### config.mk
export PLATFORM = sky130hd
export DESIGN_NAME = dwc_mac
export DESIGN_NICKNAME = d
export VERILOG_FILES = /design/src/rtl/core/depthwise_conv2d_int8_same_pad_macros.svh /design/src/rtl/core/dwc_pkg.sv /design/src/rtl/core/dwc_mac.sv
export SDC_FILE = /design/constraint.sdc
export NUM_CORES = 1
export LEC_CHECK = 0
export BUFFER_PORTS_ARGS = -buffer_cell sky130_fd_sc_hd__buf_2
export CAP_MARGIN = 20
export CORE_MARGIN = 10
export CORE_UTILIZATION = 49
export CTS_CLUSTER_DIAMETER = 120
export DETAILED_ROUTE_END_ITERATION = 7
export GPL_TIMING_DRIVEN = 0
export PLACE_DENSITY = 0.76
export SLEW_MARGIN = 20
export SYNTH_ARGS = -nofsm -noshare
export SYNTH_HDL_FRONTEND = slang
export SYNTH_SLANG_ARGS = --single-unit
### constraint.sdc
create_clock -name clk -period 3 [get_ports clk]
set_input_delay 0.6 -clock clk [delete_from_list [all_inputs] [get_ports clk]]
set_output_delay 0.6 -clock clk [all_outputs]
set_load 0.005 [all_outputs]
### src/rtl/core/depthwise_conv2d_int8_same_pad_macros.svh
// Assertion macros shared by the depthwise convolution RTL.
// Each macro takes a label, the clock, the active-low reset, the two sides of
// the implication and the message text.
`ifndef DEPTHWISE_CONV2D_INT8_SAME_PAD_MACROS_SVH
`define DEPTHWISE_CONV2D_INT8_SAME_PAD_MACROS_SVH

// Same-cycle implication.
`define DWC_ASSERT_IMP(label, ck, rn, ante, cons, msg) \
    label: assert property (@(posedge ck) disable iff (!rn) (ante) |-> (cons)) \
        else $error(msg);

// Next-cycle implication.
`define DWC_ASSERT_NEXT(label, ck, rn, ante, cons, msg) \
    label: assert property (@(posedge ck) disable iff (!rn) (ante) |=> (cons)) \
        else $error(msg);

`endif

### src/rtl/core/dwc_pkg.sv
`timescale 1ns / 1ps

package dwc_pkg;

    // Default sizes of the stores.
    localparam int DEF_MAX_HEIGHT = 64;
    localparam int DEF_MAX_WIDTH  = 64;
    localparam int DEF_MAX_KERNEL = 7;

    // Field widths.
    localparam int SAMPLE_W    = 8;
    localparam int BIAS_W      = 32;
    localparam int ACC_W       = 32;
    localparam int PROD_W      = 2 * SAMPLE_W;
    localparam int OUT_COORD_W = 6;
    localparam int MODE_W      = 2;

    // Stream bus widths.
    localparam int S_TDATA_W = 40;
    localparam int S_TUSER_W = MODE_W;
    localparam int M_TDATA_W = 48;

    // Configuration port.
    localparam int CFG_W     = 7;
    localparam int CFG_K_W   = 3;
    localparam int CFG_IDX_W = 2;

    localparam logic [CFG_W-1:0]   CFG_H_RESET = 7'd64;
    localparam logic [CFG_W-1:0]   CFG_W_RESET = 7'd64;
    localparam logic [CFG_K_W-1:0] CFG_K_RESET = 3'd3;

    typedef enum logic [CFG_IDX_W-1:0] {
        CFG_HEIGHT = 2'd0,
        CFG_WIDTH  = 2'd1,
        CFG_KERNEL = 2'd2
    } cfg_idx_t;

    typedef enum logic [MODE_W-1:0] {
        MODE_WEIGHT = 2'd0,
        MODE_BIAS   = 2'd1,
        MODE_PIXEL  = 2'd2,
        MODE_DRAIN  = 2'd3
    } mode_t;

    typedef enum logic [2:0] {
        ST_IDLE,
        ST_DIV,
        ST_SETUP,
        ST_MAC,
        ST_FLUSH,
        ST_DONE
    } state_t;

    // Control from the sequencer to the multiply-accumulate unit.
    typedef struct packed {
        logic load;   // preload the accumulator with the bias
        logic issue;  // a tap read issued this cycle contributes to the sum
    } mac_ctl_t;

endpackage

### src/rtl/core/dwc_mac.sv
`timescale 1ns / 1ps

module dwc_mac (
    input  logic                         clk,
    input  logic                         rst_n,
    input  dwc_pkg::mac_ctl_t            ctl,
    input  logic [dwc_pkg::BIAS_W-1:0]   bias,
    input  logic [dwc_pkg::SAMPLE_W-1:0] tap,
    input  logic [dwc_pkg::SAMPLE_W-1:0] pix,
    output logic [dwc_pkg::ACC_W-1:0]    acc
);

    import dwc_pkg::*;

    logic                     issue_d1_reg;
    logic                     prod_valid_reg;
    logic signed [PROD_W-1:0] prod_reg;
    logic signed [PROD_W-1:0] prod_next;
    logic [ACC_W-1:0]         acc_reg;
    logic [ACC_W-1:0]         acc_next;

    // The product of the two store words read in the previous cycle.
    assign prod_next = $signed(tap) * $signed(pix);

    // Accumulate with wraparound at the accumulator width.
    always_comb
    begin
        acc_next = acc_reg;
        if (ctl.load)
        begin
            acc_next = ACC_W'(bias);
        end
        else if (prod_valid_reg)
        begin
            acc_next = acc_reg + {{(ACC_W - PROD_W){prod_reg[PROD_W-1]}}, prod_reg};
        end
    end

    // Valid flags follow the store read latency and the product register.
    always_ff @(posedge clk or negedge rst_n)
    begin
        if (!rst_n)
        begin
            issue_d1_reg   <= 1'b0;
            prod_valid_reg <= 1'b0;
        end
        else
        begin
            issue_d1_reg   <= ctl.issue;
            prod_valid_reg <= issue_d1_reg;
        end
    end

    always_ff @(posedge clk)
    begin
        prod_reg <= prod_next;
        acc_reg  <= acc_next;
    end

    assign acc = acc_reg;

endmodule

==> flow_summary.yaml, run 1 <==
run_status:
  status: "finished, violations left"
  violations: "setup timing"
cells_and_area:
  largest_reg_flops: 32
  drive_above_1_share_pct: 24.1
  nets: 954
  seqCellArea_sq_um: 1330
  final_area_sq_um: 7360
  multi_input_comb_area_sq_um: 4590
  fin_cells: 934
  area_growth_pct: 22.0
  fillers: 1014
  diodes: 0
synth:
  synth-edff-count: 32
  synthDistinctLibCells: 57
  yosys.area.top_type_share_pct: 18.6
  synth_area_leader_cell: "fa_1"
  synthArstFlopShare_pct: 4.00
  synth_ff_type: "edfxtp_1"
  yosys_warnings: 0
  netlist_instances: 680
  avgSynthCellArea_sq_um: 8.87
  yosysMostFrequentCell: "inv_1"
  synth_area_leaders: "fa_1 (19%), edfxtp_1 (16%), ha_1 (12%), inv_1 (6.3%), dfxtp_1 (5.3%)"
  synthesis.nets: 848
  syn_area_sq_um: 6030
  yosys-top-cells-count: "inv_1 (101), nand2_1 (71), ha_1 (60)"
  ys_seq_area_share_pct: 22.1
  synth_seq_cells: 50
worst_setup_path:
  r2r-start: "prod_reg[15]$_DFF_P_"
  critPathCaptureType: "flip-flop"
  crit_fanout: 3
  crit_top_cell: "fa_1"
  cp_cell_sequence: "buf_8, buf_4, nand2b_1, fa_1, fa_1, inv_1, fa_1, inv_1, fa_1, inv_1, ha_4, nor2_1, mux2_2, a311oi_2, o311ai_1"
  critPathSlowestCell: "fa_1"
  critPathMaxStageDelay_ps: 530
  worstPathArrival_ps: 4200
  crit_path_start_kind: "input pin"
  critPathLaunch: "tap[6]"
  critPathKind: "in -> reg"
  cp.required_ps: 3160
die:
  die_h_um: 131
  die_area_sq_um: 17100
  die_width_um: 131
  coreArea_sq_um: 12000
  rows: 40
  ios: 84
  start_util_pct: 50.2
sta:
  hold_violations: 0
  setup_viol: 10
  worst_pin_slew_ps: 831
  fmax_ghz: 0.248
  finClkSkew_ps: 8.85
  min_period_over_period_pct: 135
  fin_crit_ps: 4040
  slew_headroom_pct: 44.6
  drv_slew: 0
  rsz0062_at_grt: "yes"
  finalSetupTns_ps: -7180
  layout_setup_ws_ps: -1040
run:
  maxCapViolations: 0
clock_tree:
  cts_hold_buf: 0
  htreeDepth: 2
  cts_buffers: 5
  clk_pin_slew_ps: 70
  clk_path_buf_depth: 2
  cts_num_sinks: 50
  clock_latency_ps: 300
  cts_root_buffer: "clkbuf_16"
  cts_tree: "done"
routing:
  wirelength_um: 15600
  vias: 5191
  drtIter0Drc: 358
  firstDrtPassIters: 5
  route.detailed.drc: 0
  wire_per_inst_um: 16.7
  viasPerCell: 5.56
  antenna_left: 0
global_routing:
  grt_pass1_wl_um: 25800
  grt_pass1_vias: 5389
  grt_use_total_pct: 18.4
  grt_max_degree: 33
  gr-total-overflow: 0
  antenna_found_initial: 0
min_path:
  hold_path_class: "in -> async"
placement:
  hpwl_um: 12600
  placed_cells: 909
  place_congestion: 0.910
  portBuffers: 82
  place_area_sq_um: 6840
  dp_slack_ps: -1480
power_and_ir_drop:
  ir_drop_mv: 0.463
  powerDensity_nw_per_um2: 1240
  p_leak_nw: 3.36
[power by group]
group          internal, mW  switching, mW  leakage (nW)
clock network         0.361          0.261        0.0796
logic                  3.14           3.98          2.79
registers              1.19          0.215         0.488
[timing repair]
item                                    in CTS  in global routing
pin swaps                                   32                 19
resized for setup                           53                 17
endpoints found under the setup margin      17                 20
buffers inserted                            16                  5
[per-stage QoR]
stage	hold slack, ps	utilization [%]	power, mW
after floorplan	304	-	6.40
after global placement	340	56.9	7.79
after detailed placement	336	56.9	7.95
after CTS	73.4	60.5	8.95
after global routing	75.0	61.3	10.0
final	72.6	61.3	9.16
[cell families (layout without fill, tap and decap cells)]
logic type / count (synthesis) / after routing / share of synthesized area (%)
simple gates: 189 / 189 / 15.6
fa+ha+maj: 116 / 116 / 31.0
xor+xnor: 40 / 40 / 5.81
compound gates: 161 / 161 / 16.9
flops: 50 / 50 / 22.1
buf+inv: 117 / 224 / 7.28
mux: 7 / 7 / 1.35
[final timing paths]
check / cells after the start / end / slack (ps)
worst max-delay path: 15 / prod_reg[14]$_DFF_P_ / -1040
worst min-delay path: 1 / prod_valid_reg$_DFF_PN0_ / 70
worst max register to register: 9 / acc[24]$_DFFE_PP_ / 10
worst min register to register: 0 / prod_valid_reg$_DFF_PN0_ / 350
max in group asynchronous: 1 / issue_d1_reg$_DFF_PN0_ / 2830
min in group clk: 0 / prod_valid_reg$_DFF_PN0_ / 350
[routing by layer]
layer,vias to the layer above,wire length [um],global-route usage [%]
li1,2526,-,-
met1,2479,6190,21.4
met2,154,8240,34.2
met3,32,805,2.34
met4,0,332,5.82
met5,-,0,0
[layout by cell type, fill, tap and decap left out, drive strengths merged, types with 3 or more instances in the layout]
cell type	count
a211oi	4
a21o	15
a21oi	43
a311oi	3
a31oi	5
a41oi	4
and2	41
and3	4
buf	100
clkbuf	22
dfxtp	16
edfxtp	32
fa	56
ha	60
inv	102
mux2	6
nand2	71
nand2b	11
nand3	5
nand4	7
nor2	24
nor2b	4
nor3	7
nor4	8
o211a	3
o211ai	7
o21a	4
o21ai	50
o21bai	5
xnor2	23
xor2	17
[critical path: cells and delay by family]
kind,cells,cell delay [ps]
adders and majority gates,5,2330
buffers and inverters,5,400
AOI/OAI and AO/OA,2,360
muxes,1,270
and+or+nand+nor,2,230
[layout make-up]
cell class              instances  area share, %
clock inverters                 1         0.0850
flip-flops and latches         50           18.1
multi-input cells             513           62.3
well taps                     147           2.50
plain buffers                  16          0.816
inverters                     101           5.22
repair buffers                 99           8.86
clock buffers                   7           2.09
Power figures use the tool's default switching activity.
==> run 2, diff against run 1 <==
- CORE_ASPECT_RATIO: default -> 0.9
- clock period: 3 -> 4.35 ns (I/O delays scaled with it)
==> flow_summary.yaml, run 2 (same netlist as run 1, synthesis figures left out) <==
power_and_ir_drop:
  switchingPower_mw: 3.07
  p_leak_nw: 3.31
  powerDensity_nw_per_um2: 865
  comb_power_share_pct: 77.9
  p_int_mw: 3.16
  clkPwrFrac_pct: 6.4
  power.share.sequential_pct: 15.7
  swShare_pct: 49.3
  ir_drop_mv: 0.328
placement:
  portBuffers: 82
  dp_slack_ps: -428
  place_area_sq_um: 6720
  placed_cells: 922
  place_congestion: 0.927
  hpwl_um: 12400
cells_and_area:
  final_area_sq_um: 7200
  largest_reg_flops: 32
  final_common_cell: "inv_1"
  drive_above_1_share_pct: 21.4
  fin_cells: 942
  final_cell_mix: "inv_1 (91), buf_2 (69), nand2_1 (66), fa_1 (52), ha_1 (51)"
  area_growth_pct: 19.3
  diodes: 0
  nets: 949
clock_tree:
  clock_latency_ps: 300
  cts_root_buffer: "clkbuf_16"
  cts_hold_buf: 0
  htreeDepth: 2
  clk_pin_slew_ps: 70
  cts_num_sinks: 50
  cts_buffers: 5
  cts_tree: "done"
  clk_path_buf_depth: 2
worst_setup_path:
  critPathKind: "in -> reg"
  cp-endpoint: "prod_reg[13]$_DFF_P_"
  reg2reg_to: "acc[28]$_DFFE_PP_"
  crit_buf_inv: 5
  critPathCaptureType: "flip-flop"
  cp.required_ps: 4570
  worstPathArrival_ps: 4550
  critPathSlowestCell: "fa_2"
  crit_path_start_kind: "input pin"
  cp_cell_sequence: "buf_6, nand2_2, fa_2, buf_4, fa_1, fa_1, fa_1, inv_1, ha_1, and3_1, a211oi_2, buf_4, buf_4, xnor2_1"
  crit_family: "adder cells"
  reg2reg_slack_ps: 1090
  critPathMaxStageDelay_ps: 610
  crit_fanout: 8
  worstRegToRegCells: 9
  path_depth: 14
  r2r-start: "prod_reg[15]$_DFF_P_"
  critPathLaunch: "tap[7]"
sta:
  setup_viol: 0
  slew_headroom_pct: 44.2
  fmax_ghz: 0.231
  drv_slew: 0
  fin_crit_ps: 4330
  rsz0062_at_grt: "yes"
  min_period_over_period_pct: 99.5
  hold_violations: 0
  finClkSkew_ps: 13.4
  hold_ws_ps: 338
  worst_pin_slew_ps: 836
  layout_setup_ws_ps: 23.2
min_path:
  hold_path_class: "in -> async"
routing:
  vias: 5099
  antenna_left: 0
  viasPerCell: 5.41
  wirelength_um: 15400
  firstDrtPassIters: 5
  route.detailed.drc: 0
  drtIter0Drc: 281
  wire_per_inst_um: 16.4
run_status:
  status: "finished, final reports clean"
die:
  die_area_sq_um: 17200
  start_util_pct: 50.1
  die_h_um: 125
  ios: 84
  rows: 38
  coreArea_sq_um: 12000
  die_width_um: 137
global_routing:
  antenna_found_initial: 0
  grt_pass1_vias: 5335
  grt_pass1_wl_um: 25200
  gr-total-overflow: 0
  grt_use_total_pct: 17.6
  grt_max_degree: 33
run:
  maxCapViolations: 0
run 2: cell count changes in the layout (fill, tap and decap cells not counted), moves of 2 or more:
cell      delta
and2_1       +6
and2_4       -6
ha_1         +6
ha_4         -5
inv_1        +5
inv_2        -5
buf_6        -4
buf_8        -3
a21oi_1      +2
buf_2        +2
clkinv_2     +2
inv_4        -2
xnor2_1      -2
xnor2_2      +2
run 2: worst reg2reg max path: stages, from the launching register on:
cell and delay (ps):
dfxtp_1 830, ha_1 360, clkbuf_1 220, a21oi_1 210
o21ai_0 140, a41o_1 280, a221o_1 320, a21oi_1 360
and3_1 240, nor3_1 50
run 2: worst min path at each step:
stage / end / start / slack, ps / cells past startpoint
after global placement: prod_valid_reg$_DFF_PN0_ / issue_d1_reg$_DFF_PN0_ / 340 / 0
final: issue_d1_reg$_DFF_PN0_ / rst_n / 340 / 1
after detailed placement: prod_valid_reg$_DFF_PN0_ / issue_d1_reg$_DFF_PN0_ / 360 / 0
after CTS: prod_valid_reg$_DFF_PN0_ / rst_n / 330 / 1
after global routing: issue_d1_reg$_DFF_PN0_ / rst_n / 330 / 1
after floorplan: prod_valid_reg$_DFF_PN0_ / issue_d1_reg$_DFF_PN0_ / 330 / 0
run 2: metrics by stage:
stage          total power [mW]  util [%]  TNS (ps)
5_1_grt                    6.85      59.8      -328
3_3_place_gp               5.23      55.9     -1290
6_report                   6.22      59.8         0
3_5_place_dp               5.35      55.9     -1640
4_1_cts                    5.90      57.8         0
2_1_floorplan              4.31         -         0
run 2: timing repair:
item	in CTS	in global routing
endpoints found under the setup margin	2	5
gates resized for setup	13	63
gates cloned	0	0
pin swaps	9	32
buffers inserted	6	6
run 2: final cells by class:
type | count | area (sq um)
clock buffers | 5 | 125
multi-input cells | 513 | 4500
flip-flops and latches | 50 | 1330
well taps | 160 | 200
fillers | 1008 | 4830
clock inverters | 3 | 18.8
repair buffers | 94 | 572
inverters | 101 | 385
plain buffers | 16 | 60.1
run 2: power groups by stage:
| stage | clock network (mW) | registers, mW | logic (mW) |
|---|---|---|---|
| 2_1_floorplan | 0 | 0.953 | 3.35 |
| 3_3_place_gp | 0 | 0.977 | 4.25 |
| 3_5_place_dp | 0 | 0.989 | 4.36 |
| 4_1_cts | 0.408 | 0.979 | 4.52 |
| 5_1_grt | 0.423 | 1.00 | 5.42 |
| 6_report | 0.398 | 0.980 | 4.85 |
run 2: layer usage:
layer | global-route usage [%] | vias up | wire length (um)
li1 | - | 2520 | -
met1 | 21.7 | 2444 | 6540
met2 | 31.3 | 120 | 7930
met3 | 2.40 | 15 | 678
met4 | 4.52 | 0 | 265
met5 | 0 | - | 0
==> run 3, diff against run 2 <==
- CORE_MARGIN: 10 -> default
==> flow_summary.yaml, run 3 (same netlist as run 1, synthesis figures left out) <==
global_routing:
  gr-total-overflow: 0
  grt_pass1_vias: 5391
  grt_use_total_pct: 24.5
  grt_pass1_wl_um: 24900
  grt_max_degree: 33
  antenna_found_initial: 0
worst_setup_path:
  critPathCaptureType: "flip-flop"
  crit_fanout: 8
  worstPathArrival_ps: 4590
  critPathSlowestCell: "fa_1"
  critPathKind: "in -> reg"
  crit_top_cell: "fa_1"
  cp_cell_sequence: "buf_6, and2_4, fa_1, inv_2, fa_1, inv_1, fa_1, inv_1, fa_1, inv_2, ha_4, o21ai_4, a21boi_2, o21ai_2, nand2b_1, a31oi_4, o311ai_2"
  cp.required_ps: 4560
  critPathMaxStageDelay_ps: 540
  crit_path_start_kind: "input pin"
clock_tree:
  cts_num_sinks: 50
  clk_pin_slew_ps: 80
  cts_root_buffer: "clkbuf_16"
  htreeDepth: 2
  clk_path_buf_depth: 2
  cts_tree: "done"
  cts_buffers: 5
  clock_latency_ps: 300
routing:
  route.detailed.drc: 0
  firstDrtPassIters: 7
  drtIter0Drc: 357
  viasPerCell: 5.55
  vias: 5234
  wirelength_um: 15000
  antenna_left: 0
  wire_per_inst_um: 15.9
die:
  coreArea_sq_um: 12000
  start_util_pct: 50.1
  die_width_um: 119
  die_h_um: 107
  rows: 38
  ios: 84
  die_area_sq_um: 12800
power_and_ir_drop:
  power_mw: 6.26
  ir_drop_mv: 0.338
  clkPwrFrac_pct: 6.7
  power.share.sequential_pct: 15.6
  switchingPower_mw: 3.10
  powerDensity_nw_per_um2: 863
  p_leak_nw: 3.32
  p_int_mw: 3.16
  swShare_pct: 49.5
  comb_power_share_pct: 77.8
sta:
  finalSetupTns_ps: -51.7
  drv_slew: 0
  hold_violations: 0
  slew_headroom_pct: 41.3
  layout_setup_ws_ps: -35.0
  fin_crit_ps: 4390
  fmax_ghz: 0.228
  finClkSkew_ps: 11.7
  hold_ws_ps: 334
  rsz0062_at_grt: "yes"
  worst_pin_slew_ps: 880
  setup_viol: 2
  min_period_over_period_pct: 101
cells_and_area:
  nets: 950
  fillers: 1005
  final_core_util_pct: 60.3
  drive_above_1_share_pct: 22.2
  final_common_cell: "inv_1"
  area_growth_pct: 20.2
  seqCellArea_sq_um: 1330
  multi_input_comb_area_sq_um: 4540
  diodes: 0
  largest_reg_flops: 32
  final_cell_mix: "inv_1 (91), buf_2 (67), nand2_1 (65), fa_1 (52), ha_1 (49)"
placement:
  hpwl_um: 11900
  dp_slack_ps: -437
  place_congestion: 0.914
  portBuffers: 82
min_path:
  hold_path_class: "in -> async"
run_status:
  status: "finished, violations left"
  violations: "setup timing"
run:
  maxCapViolations: 0
-- run 3: per-stage QoR --
step,instance area (sq um),cells
2_1_floorplan,6110,680
3_3_place_gp,6720,922
3_5_place_dp,6720,922
4_1_cts,7000,938
5_1_grt,7250,943
6_report,7250,943
-- run 3: cell type report --
class | instances | share of cell area [%]
inverter | 101 | 5.32
sequential | 50 | 18.4
timing repair buffer | 95 | 7.94
tap | 160 | 2.76
buffer | 16 | 0.829
clock buffer | 5 | 1.73
multi-input combinational | 513 | 62.7
clock inverter | 3 | 0.380
-- run 3: worst max-delay path: cells and delay by family --
kind	cells	cell delay, ps
adders and majority gates	5	2330
AOI/OAI and AO/OA	5	730
buffers and inverters	5	310
and+or+nand+nor	2	350
-- run 3: what timing repair did --
item	CTS	global route
pin swaps	10	25
hold buffers	0	0
setup buffers	8	5
resized for setup	18	64
setup endpoints to repair	3	5
-- run 3: final timing paths --
check                                  startpoint                       end  slack [ps]  cells past startpoint
max in group asynchronous                   rst_n    issue_d1_reg$_DFF_PN0_        3910                      1
min in group clk           issue_d1_reg$_DFF_PN0_  prod_valid_reg$_DFF_PN0_         360                      0
setup / recovery                           tap[3]      prod_reg[14]$_DFF_P_         -40                     17
hold reg to reg            issue_d1_reg$_DFF_PN0_  prod_valid_reg$_DFF_PN0_         360                      0
hold / removal                              rst_n  prod_valid_reg$_DFF_PN0_         330                      1
setup reg to reg             prod_reg[15]$_DFF_P_         acc[28]$_DFFE_PP_        1150                      9
-- run 3: layer usage --
metal	vias to the layer above	track usage, %	part of all wire (%)	wire length [um]
li1	2526	-	-	-
met1	2528	29.0	42	6310
met2	142	44.8	51	7640
met3	38	2.75	3.6	542
met4	0	10.8	3.4	505
met5	-	0	0	0
-- run 3: power groups by stage --
stage          Clock (mW)  Sequential (mW)  Combinational, mW
4_1_cts             0.424            0.975               4.54
6_report            0.417            0.973               4.87
2_1_floorplan           0            0.953               3.35
3_5_place_dp            0            0.984               4.36
3_3_place_gp            0            0.974               4.24
5_1_grt             0.444            0.996               5.39
