`src/rtl/core/depthwise_conv2d_int8_same_pad_macros.svh`:
```
// Assertion macros shared by the depthwise convolution RTL.
// Each macro takes a label, the clock, the active-low reset, the two sides of
// the implication and the message text.
`ifndef DEPTHWISE_CONV2D_INT8_SAME_PAD_MACROS_SVH
`define DEPTHWISE_CONV2D_INT8_SAME_PAD_MACROS_SVH

// Same-cycle implication.
`define DWC_ASSERT_IMP(label, ck, rn, ante, cons, msg) \
    label: assert property (@(posedge ck) disable iff (!rn) (ante) |-> (cons)) \
        else $error(msg);

// Next-cycle implication.
`define DWC_ASSERT_NEXT(label, ck, rn, ante, cons, msg) \
    label: assert property (@(posedge ck) disable iff (!rn) (ante) |=> (cons)) \
        else $error(msg);

`endif

```
`src/rtl/core/dwc_ram.sv`:
```
`timescale 1ns / 1ps

module dwc_ram #(
    parameter int WIDTH = 8,
    parameter int DEPTH = 64,
    parameter int AW    = (DEPTH > 1) ? $clog2(DEPTH) : 1
) (
    input  logic             clk,
    input  logic             we,
    input  logic [AW-1:0]    waddr,
    input  logic [WIDTH-1:0] wdata,
    input  logic [AW-1:0]    raddr,
    output logic [WIDTH-1:0] rdata
);

    logic [WIDTH-1:0] mem [DEPTH];
    logic [WIDTH-1:0] rdata_reg;

    // One write port, one read port with registered data.
    always_ff @(posedge clk)
    begin
        if (we)
        begin
            mem[waddr] <= wdata;
        end
        rdata_reg <= mem[raddr];
    end

    assign rdata = rdata_reg;

endmodule

```
`config.mk`:
```
export PLATFORM = sky130hd
export DESIGN_NAME = dwc_ram
export DESIGN_NICKNAME = d
export VERILOG_FILES = /design/src/rtl/core/depthwise_conv2d_int8_same_pad_macros.svh /design/src/rtl/core/dwc_ram.sv
export SDC_FILE = /design/constraint.sdc
export NUM_CORES = 1
export LEC_CHECK = 0
export BUFFER_PORTS_ARGS = -buffer_cell sky130_fd_sc_hd__buf_2
export CAP_MARGIN = 5
export CORE_ASPECT_RATIO = 1.4
export CORE_MARGIN = 3
export CORE_UTILIZATION = 42
export DETAILED_ROUTE_END_ITERATION = 10
export PLACE_DENSITY = 0.61
export SYNTH_ARGS = -nofsm -noshare
export SYNTH_HDL_FRONTEND = slang
export SYNTH_SLANG_ARGS = --single-unit
```
`constraint.sdc`:
```
create_clock -name clk -period 4.2 [get_ports clk]
set_input_delay 0.84 -clock clk [delete_from_list [all_inputs] [get_ports clk]]
set_output_delay 0.84 -clock clk [all_outputs]
set_load 0.005 [all_outputs]
```
==> impl_metrics.json, run 1 <==
{
  "io_pins": 30,
  "worst_pin_slew_ns": 1.23,
  "synth_cell_types": 40,
  "power_frac_comb": 0.052,
  "n_fill_cell": 3903,
  "setup_viol": 0,
  "required_ns": 4.61,
  "grt_max_degree": 65,
  "cts_htree_levels": 2,
  "postSynthAreaPerCell_sq_um": 21.5,
  "syn-num-nets": 962,
  "dr.first_iter.drc_count": 890,
  "power_frac_seq": 0.560,
  "cts_tree": "yes",
  "clk_pin_slew_worst_paths_ns": 0.07,
  "drcViolationCount": 0,
  "final_cell_mix": "512 x edfxtp_1, 126 x mux4_2, 83 x nor2_1",
  "fin_ws_ns": 1.33,
  "crit_chain": "clkbuf_8 -> buf_12 -> mux4_2 -> nor2b_1 -> a2111oi_0 -> o41ai_1",
  "cts_buffer_depth": 3,
  "placed_cell_area_sq_um": 21100,
  "max_freq_mhz": 348,
  "finalHoldViolations": 0,
  "overflow": 0,
  "min_period_ns": 2.87,
  "preCtsSetupSlack_ns": 0.809,
  "die_w_microns": 191,
  "power.switching_w": 0.00211,
  "synthToLayoutAreaGrowth_pct": 11.9,
  "tns_ns": 0,
  "clock-sinks": 520,
  "power.share.switching": 0.205,
  "synth_warnings": 0,
  "finalWirelength_microns": 45100,
  "grt_pass1_wl_microns": 66800,
  "drv_cap": 0,
  "grt_usage": 0.182,
  "synth_cells": 940,
  "hold_path.class": "in -> reg",
  "synthArstFlopShare": 0,
  "place_hpwl_microns": 28100,
  "detail-route-antenna-nets": 0,
  "postCtsHoldBufs": 0,
  "cp-start-kind": "input pin",
  "start_util": 0.427,
  "gp_congestion": 0.786,
  "vias_per_cell": 5.68,
  "clock_power_share": 0.389,
  "synth_top_flop_cell": "edfxtp_1",
  "holdWs_ns": 0.772,
  "irDropWorstVdd_v": 0.000278,
  "drive_gt1_frac": 0.264,
  "status": "finished clean",
  "yosysSeqAreaShare": 0.770,
  "dieArea_sq_um": 50700,
  "antenna_found_initial": 2,
  "critical_path.max_fanout": 37,
  "ctsResizeCount": 0,
  "largest_register_ffs": 512,
  "core.rowCount": 94,
  "final_cell_area_sq_um": 22600,
  "rsz0062_at_grt": "false",
  "final_common_cell": "edfxtp_1",
  "nNetsFinal": 1027,
  "wl_per_cell_microns": 27.2,
  "critical_path_class": "in -> reg",
  "utilization": 0.477,
  "cp_slowest_cell": "a2111oi_0",
  "maxSlewViolCount": 0,
  "slowest_delay_ns": 0.83,
  "core_sq_um": 47300,
  "synth_edf_count": 512,
  "cp-end-kind": "register",
  "portBuffers": 29,
  "arrival_ns": 3.28,
  "clock_latency_ns": 0.56,
  "antennaDiodeCount": 0,
  "drt_first_pass_iters": 5,
  "syn_area_sq_um": 20200,
  "synth-seq-cells": 520,
  "cts-root-buf": "clkbuf_16",
  "num_vias": 9436,
  "p_int_w": 0.00817,
  "first_global_vias": 9867,
  "postCtsSetupBuffers": 0,
  "fp.dieH_microns": 265,
  "cts_made_buffers": 46,
  "relSlewSlack": 0.180,
  "clock_skew_ns": 0.0137,
  "leakagePower_nw": 6.98,
  "power_density_nw_per_um2": 456,
  "fin_crit_sh": 0.684
}
==> per-stage QoR <==
step | total power (W) | instances
floorplan | 0.00617 | 940
global placement | 0.00640 | 1581
detailed placement | 0.00641 | 1581
CTS | 0.0104 | 1660
global route | 0.0106 | 1660
finish | 0.0103 | 1660
==> area by class of cell <==
cell class / instances / area (sq um) / area share
sequential: 520 / 15500 / 0.688
timing repair buffer: 68 / 514 / 0.0228
tap: 624 / 781 / 0.0346
multi-input combinational: 369 / 4320 / 0.191
clock buffer: 59 / 1290 / 0.0573
clock inverter: 20 / 126 / 0.00560
==> synthesized netlist by cell type, types with 2 or more instances <==
| master | n | share of area |
|---|---|---|
| nand3_1 | 13 | 0.0032 |
| dfxtp_1 | 8 | 0.0079 |
| o22ai_1 | 8 | 0.0025 |
| o41ai_1 | 2 | 0.00087 |
| buf_6 | 4 | 0.0022 |
| mux2i_1 | 23 | 0.011 |
| buf_4 | 13 | 0.0048 |
| o221ai_1 | 8 | 0.0035 |
| clkbuf_1 | 17 | 0.0032 |
| a22oi_1 | 3 | 0.0011 |
| a211oi_1 | 4 | 0.0015 |
| nor4_1 | 2 | 0.00062 |
| nor3_1 | 7 | 0.0017 |
| mux4_2 | 126 | 0.14 |
| a21oi_1 | 3 | 0.00074 |
| o21ai_0 | 2 | 0.00050 |
| buf_12 | 2 | 0.0020 |
| o2bb2ai_1 | 3 | 0.0013 |
| o2111ai_1 | 3 | 0.0013 |
| o221a_2 | 2 | 0.0011 |
| buf_2 | 11 | 0.0027 |
| o21a_1 | 2 | 0.00074 |
| buf_1 | 4 | 0.00074 |
| nand3b_1 | 3 | 0.0011 |
| nand2b_1 | 7 | 0.0022 |
| nand4_1 | 2 | 0.00062 |
| a2111oi_0 | 2 | 0.00087 |
| nand2_1 | 19 | 0.0035 |
| nor2_1 | 83 | 0.015 |
| o21ai_1 | 2 | 0.00050 |
| edfxtp_1 | 512 | 0.76 |
| a221oi_1 | 6 | 0.0026 |
| mux2_2 | 13 | 0.0073 |
| nor2b_1 | 14 | 0.0043 |
| o32ai_1 | 2 | 0.00087 |
==> critical path: cells and delay by family <==
family	cells	cell delay (ns)
AO/OA/AOI/OAI	2	1.01
buffers and inverters	2	0.71
multiplexers	1	0.54
AND/OR/NAND/NOR	1	0.14
==> layer usage <==
metal | track usage | vias up | share of wire
met5 | 0 | - | 0.00055
met4 | 0.0593 | 4 | 0.028
met3 | 0.0316 | 64 | 0.053
met2 | 0.306 | 280 | 0.52
met1 | 0.242 | 5046 | 0.40
li1 | - | 4042 | -
==> path summary, 6_finish.rpt <==
path,cells past startpoint,startpoint,slack (ns),to
worst max-delay path,6,raddr[0],1.33,rdata[3]
worst min-delay path,3,raddr[5],0.77,rdata[0]
worst max register to register,4,mem[3][3],2.05,rdata[3]
worst min register to register,4,mem[35][0],0.86,rdata[0]
==> power by group through the flow <==
stage	registers, W	clock network (W)	logic, W
3_3_place_gp	0.00587	0	0.000531
6_report	0.00576	0.00400	0.000530
4_1_cts	0.00576	0.00408	0.000540
3_5_place_dp	0.00587	0	0.000539
5_1_grt	0.00576	0.00429	0.000568
2_1_floorplan	0.00586	0	0.000306
==> cells by family after synthesis <==
| family | Yosys count | synth area share |
|---|---|---|
| AO/OA/AOI/OAI | 54 | 0.0207 |
| AND/OR/NAND/NOR | 153 | 0.0339 |
| buffers and inverters | 51 | 0.0157 |
| multiplexers | 162 | 0.159 |
| flip-flops | 520 | 0.770 |
Note: power is estimated with default switching activity, not from simulation.
==> run 2: changes to the inputs <==
--- a/config.mk
+++ b/config.mk
@@ -5,13 +5,14 @@
 export SDC_FILE = /design/constraint.sdc
 export NUM_CORES = 1
 export LEC_CHECK = 0
+export ABC_AREA = 1
 export BUFFER_PORTS_ARGS = -buffer_cell sky130_fd_sc_hd__buf_2
 export CAP_MARGIN = 5
 export CORE_ASPECT_RATIO = 1.4
 export CORE_MARGIN = 3
 export CORE_UTILIZATION = 42
 export DETAILED_ROUTE_END_ITERATION = 10
-export PLACE_DENSITY = 0.61
+export PLACE_DENSITY = 0.63
 export SYNTH_ARGS = -nofsm -noshare
 export SYNTH_HDL_FRONTEND = slang
 export SYNTH_SLANG_ARGS = --single-unit
==> constraint.sdc (replaced) <==
create_clock -name clk -period 2.35 [get_ports clk]
set_input_delay 0.47 -clock clk [delete_from_list [all_inputs] [get_ports clk]]
set_output_delay 0.47 -clock clk [all_outputs]
set_load 0.005 [all_outputs]
==> run 2 against run 1 <==
Final cell count increased by 55%. Sequential share of layout area decreased by 4.4 points. Clock power increased by 85%. Highest routed layer is now met4.
==> impl_metrics.json, run 2 <==
{
  "synth-seq-cells": 520,
  "cts_buffer_depth": 3,
  "max_freq_mhz": 629,
  "start_util": 0.426,
  "crit_chain": "buf_2",
  "cts_tree": "yes",
  "wl_per_cell_microns": 21.2,
  "synthTopCellsByCount": "648 x nand2_1, 512 x edfxtp_1, 439 x nand3_1",
  "critical_path.max_fanout": 1,
  "cts_made_buffers": 46,
  "leakagePower_nw": 8.78,
  "hp-start": "raddr[5]",
  "slowest_delay_ns": 0.41,
  "drv_cap": 0,
  "synth_edf_count": 512,
  "postSynthAreaPerCell_sq_um": 11.8,
  "maxSlewViolCount": 0,
  "critical_path_class": "reg -> out",
  "place_hpwl_microns": 33100,
  "reg2reg_slack_ns": 0.89,
  "synth_cells": 1805,
  "dieArea_sq_um": 53600,
  "postCtsSetupBuffers": 0,
  "fp.dieH_microns": 273,
  "portBuffers": 29,
  "setup_viol": 0,
  "synth.largest_area_cell": "edfxtp_1",
  "final_common_cell": "nand2_1",
  "hold_depth": 3,
  "drcViolationCount": 0,
  "required_ns": 1.88,
  "arrival_ns": 1.12,
  "p_total_w": 0.0189,
  "final-instance-count-excl-fill": 2568,
  "vias_per_cell": 5.41,
  "synth_top_flop_cell": "edfxtp_1",
  "ctsResizeCount": 0,
  "cp_slowest_cell": "dfxtp_1",
  "antenna_found_initial": 2,
  "clock_latency_ns": 0.56,
  "overflow": 0,
  "die_w_microns": 197,
  "cts_htree_levels": 2,
  "grt_max_degree": 86,
  "irDropWorstVdd_v": 0.000524,
  "syn_area_sq_um": 21300,
  "core.rowCount": 97,
  "rsz0062_at_grt": "false",
  "clock-sinks": 520,
  "hold_path.class": "in -> reg",
  "clk_pin_slew_worst_paths_ns": 0.07,
  "largest_register_ffs": 512,
  "fin_crit_sh": 0.677,
  "first_global_vias": 14000,
  "clock_skew_ns": 0.00960,
  "synthToLayoutAreaGrowth_pct": 12.9,
  "finalWirelength_microns": 54400,
  "status": "finished clean",
  "grt_pass1_wl_microns": 83400,
  "reg2reg_from": "mem[58][5]",
  "gp_congestion": 0.882,
  "synth_most_common_cell": "nand2_1",
  "core_sq_um": 50100,
  "io_pins": 30,
  "drive_gt1_frac": 0.110,
  "power_density_nw_per_um2": 786,
  "cp_num_buf_inv": 1,
  "hold_end": "rdata[7]",
  "synth_warnings": 0,
  "cts-root-buf": "clkbuf_16",
  "final_cell_mix": "648 x nand2_1, 512 x edfxtp_1, 439 x nand3_1",
  "dp_cells": 2481,
  "detail-route-antenna-nets": 0,
  "relSlewSlack": 0.589,
  "rr_endpoint": "rdata[5]",
  "ys_top_cells_by_area": "edfxtp_1 72%, nand2_1 11%, nand3_1 10%, buf_6 1.8%, nor2_1 0.99%",
  "finalHoldViolations": 0,
  "yosysSeqAreaShare": 0.728,
  "min_period_ns": 1.59,
  "syn-num-nets": 1827,
  "cp-end-kind": "output port",
  "tns_ns": 0,
  "ff2ff_path_depth": 8,
  "synth_top_area_share": 0.720,
  "worst_pin_slew_ns": 0.616,
  "cp_top_family": "flip-flops",
  "dr.first_iter.drc_count": 1247,
  "synth_cell_types": 16,
  "cp-start-kind": "register",
  "num_vias": 13900,
  "synthArstFlopShare": 0,
  "grt_usage": 0.203,
  "drt_first_pass_iters": 5,
  "postCtsHoldBufs": 0,
  "nNetsFinal": 1908
}
==> run 2: changes by cell type after synthesis, moves of 13 or more <==
cell and change:
mux2_2 -13, buf_2 +26, nor2b_1 -14, nor2_1 -27, nand3_1 +426, buf_6 +31, mux2i_1 -23, mux4_2 -126
nand2_1 +629
==> run 2: kinds of logic (layout without fill, tap and decap cells) <==
group	after synthesis	count (layout)	synth area share
flops	520	520	0.728
other cells	0	2	0
buf+inv	125	243	0.0402
simple gates	1160	1160	0.232
==> run 2: area by class of cell <==
type / instances / area, sq um
Antenna cell: 2 / 5.00
Clock buffer: 64 / 1250
Clock inverter: 21 / 204
Fill cell: 4405 / 26000
Inverter: 12 / 52.6
Multi-Input combinational cell: 1160 / 4950
Sequential cell: 520 / 15500
Tap cell: 643 / 805
Timing Repair Buffer: 146 / 1300
==> run 2: how the worst max path moves through the flow <==
stage / from / depth (start not counted) / to
2_1_floorplan: we / 3 / mem[48][0]
3_3_place_gp: we / 5 / mem[23][3]
3_5_place_dp: raddr[0] / 12 / rdata[2]
4_1_cts: rdata[4] / 1 / rdata[4]
5_1_grt: raddr[0] / 12 / rdata[4]
6_report: rdata[4] / 1 / rdata[4]
==> run 2: metrics by stage <==
step	util	hold WS [ns]	worst slack (ns)	cell area, sq um
5_1_grt	0.481	0.275	0.690	24100
2_1_floorplan	-	0.569	0.114	21300
6_report	0.481	0.280	0.760	24100
3_3_place_gp	0.452	0.801	0.251	22600
3_5_place_dp	0.452	0.795	0.240	22600
4_1_cts	0.481	0.258	0.731	24100
==> run 2: report_power, final <==
| part | internal [W] | total [W] | leakage [nW] | switching [W] |
|---|---|---|---|---|
| logic | 0.000351 | 0.00126 | 3.39 | 0.000906 |
| registers | 0.0103 | 0.0103 | 4.67 | 0.0000341 |
| clock network | 0.00416 | 0.00740 | 0.713 | 0.00323 |
==> run 2: worst min-delay path: cells and delay by family <==
kind | cells | cell delay (ns)
buffers and inverters | 1 | 0.17
AND/OR/NAND/NOR | 2 | 0.15
==> run 2: layer usage <==
metal,routed length [microns],part of all wire,GRT usage,up-vias
met4,2610,0.048,0.0918,0
met5,0,0,0,-
li1,-,-,-,6508
met2,28000,0.51,0.362,457
met1,20900,0.38,0.247,6800
met3,2950,0.054,0.0254,130
==> run 3: changes to the inputs <==
--- a/config.mk
+++ b/config.mk
@@ -5,14 +5,14 @@
 export SDC_FILE = /design/constraint.sdc
 export NUM_CORES = 1
 export LEC_CHECK = 0
-export ABC_AREA = 1
+export ABC_AREA = 0
 export BUFFER_PORTS_ARGS = -buffer_cell sky130_fd_sc_hd__buf_2
 export CAP_MARGIN = 5
 export CORE_ASPECT_RATIO = 1.4
 export CORE_MARGIN = 3
 export CORE_UTILIZATION = 42
 export DETAILED_ROUTE_END_ITERATION = 10
-export PLACE_DENSITY = 0.63
+export PLACE_DENSITY = 0.61
 export SYNTH_ARGS = -nofsm -noshare
 export SYNTH_HDL_FRONTEND = slang
 export SYNTH_SLANG_ARGS = --single-unit
==> constraint.sdc (replaced) <==
create_clock -name clk -period 1.6 [get_ports clk]
set_input_delay 0.32 -clock clk [delete_from_list [all_inputs] [get_ports clk]]
set_output_delay 0.32 -clock clk [all_outputs]
set_load 0.005 [all_outputs]
==> run 3 against run 2 <==
The flow now finishes with violations (negative setup slack). Clock-buffer cell count up 2. Combinational power grew 43%. Critical path depth up 4. Clock power is 41% higher. Sequential power up 47%. Global-route usage shrank 1.5 points. Wire length shrank 16%. Sequential share of layout area is 2.1 points lower. Design area is 3.3% higher. Hold slack got worse by 0.041 ns. Final cell count decreased by 29%. First-iteration DRC count down 45%. Critical path type is now reg -> reg. Critical endpoint is now rdata[1]. Largest cell class unchanged.
==> impl_metrics.json, run 3 (same netlist as run 1, synthesis figures left out) <==
{
  "final_cell_mix": "512 x edfxtp_1, 132 x buf_4, 126 x mux4_2",
  "reg2reg_from": "mem[11][1]",
  "core_sq_um": 47300,
  "tns_ns": -1.39,
  "grt_pass1_wl_microns": 69900,
  "hold_depth": 3,
  "core.rowCount": 94,
  "postCtsSetupBuffers": 0,
  "critical_path.max_fanout": 1,
  "min_period_ns": 1.84,
  "clock_latency_ns": 0.55,
  "grt_usage": 0.188,
  "grt_max_degree": 65,
  "start_util": 0.427,
  "wl_per_cell_microns": 25.1,
  "hold_path.class": "in -> reg",
  "ff2ff_path_depth": 5,
  "gp_congestion": 0.806,
  "met3_length_microns": 2200,
  "max_freq_mhz": 543,
  "dieArea_sq_um": 50700,
  "dp_cells": 1733,
  "required_ns": 2.05,
  "critical_path_class": "reg -> reg",
  "portBuffers": 29,
  "placed_cell_area_sq_um": 23400,
  "utilization": 0.526,
  "antenna_found_initial": 3,
  "violations": "negative setup slack",
  "die_w_microns": 191,
  "place_hpwl_microns": 30900,
  "fp.dieH_microns": 265,
  "power_density_nw_per_um2": 1100,
  "maxSlewViolCount": 0,
  "drv_cap": 0,
  "drive_gt1_frac": 0.416,
  "dr_wl_met2_microns": 24000,
  "final_common_cell": "edfxtp_1",
  "detail-route-antenna-nets": 0,
  "finalHoldViolations": 0,
  "holdWs_ns": 0.239,
  "finalWirelength_microns": 45700,
  "dr.first_iter.drc_count": 680,
  "hold_end": "rdata[4]",
  "overflow": 0,
  "rr_endpoint": "rdata[1]",
  "rsz0062_at_grt": "true",
  "clock-sinks": 520,
  "cts_made_buffers": 46,
  "synthToLayoutAreaGrowth_pct": 23.4,
  "cts_buffer_depth": 3,
  "final_cell_area_sq_um": 24900,
  "reg2reg_slack_ns": -0.24,
  "setup_viol": 8,
  "cp-start-kind": "register",
  "vias_per_cell": 5.46,
  "relSlewSlack": 0.182,
  "leakagePower_nw": 8.00,
  "clk_pin_slew_worst_paths_ns": 0.06,
  "status": "finished, violations left",
  "cts_tree": "yes",
  "drt_first_pass_iters": 6,
  "irDropWorstVdd_v": 0.000912,
  "cts_htree_levels": 2,
  "fin_crit_sh": 1.15,
  "num_vias": 9924,
  "arrival_ns": 2.29,
  "io_pins": 30,
  "largest_register_ffs": 512,
  "wl_met1_microns": 17700,
  "cp-end-kind": "register",
  "fin_ws_ns": -0.240,
  "nNetsFinal": 1179,
  "drcViolationCount": 0,
  "worst_pin_slew_ns": 1.23,
  "hp-start": "raddr[5]",
  "clock_skew_ns": 0.00916,
  "maxUsedRoutingLayer": "met5",
  "final-instance-count-excl-fill": 1819,
  "postCtsHoldBufs": 0,
  "cts-root-buf": "clkbuf_16",
  "first_global_vias": 10600
}
## run 3: critical path: stages (launching register included)
cell and delay (ns):
edfxtp_1 0.36, mux4_2 0.51, mux4_2 0.50, nor2_4 0.20, nor3_2 0.06, o2bb2ai_2 0.11
## run 3: through the flow
stage | power (W) | setup slack, ns
after floorplan | 0.0163 | -0.268
after global placement | 0.0172 | -0.897
after detailed placement | 0.0172 | -0.915
after CTS | 0.0275 | -0.241
after global routing | 0.0282 | -0.284
final | 0.0273 | -0.240
## run 3: worst max path at each step
stage	start	endpoint	slack, ns	cells past startpoint
2_1_floorplan	raddr[0]	rdata[7]	-0.27	7
3_3_place_gp	raddr[0]	rdata[1]	-0.90	7
3_5_place_dp	raddr[0]	rdata[1]	-0.92	7
4_1_cts	mem[3][1]	rdata[1]	-0.24	5
5_1_grt	mem[3][1]	rdata[1]	-0.28	5
6_report	mem[11][1]	rdata[1]	-0.24	5
## run 3: final cells by class
| class | count | area, sq um |
|---|---|---|
| Clock buffer | 66 | 1290 |
| Fill cell | 3736 | 22400 |
| Antenna cell | 2 | 5.00 |
| Timing Repair Buffer | 220 | 2340 |
| Sequential cell | 520 | 15500 |
| Multi-Input combinational cell | 369 | 4830 |
| Tap cell | 624 | 781 |
| Clock inverter | 18 | 110 |
## run 3: repair_timing
item,4_1_cts,5_1_grt
hold endpoints to repair,0,0
pin swaps,7,5
gates resized for setup,17,10
endpoints found under the setup margin,8,9
## run 3: power breakdown
group          switching, W  leakage [nW]  total (W)  internal [W]
Clock               0.00459         0.687     0.0104       0.00577
Sequential        0.0000545          4.67     0.0151        0.0151
Combinational      0.000982          2.64    0.00180      0.000822
Total               0.00562          8.00     0.0273        0.0217
## run 3: layer usage
metal | up-vias | GRT usage
met1 | 5229 | 0.243
met5 | - | 0
met2 | 248 | 0.324
met4 | 2 | 0.0691
li1 | 4363 | -
met3 | 82 | 0.0273
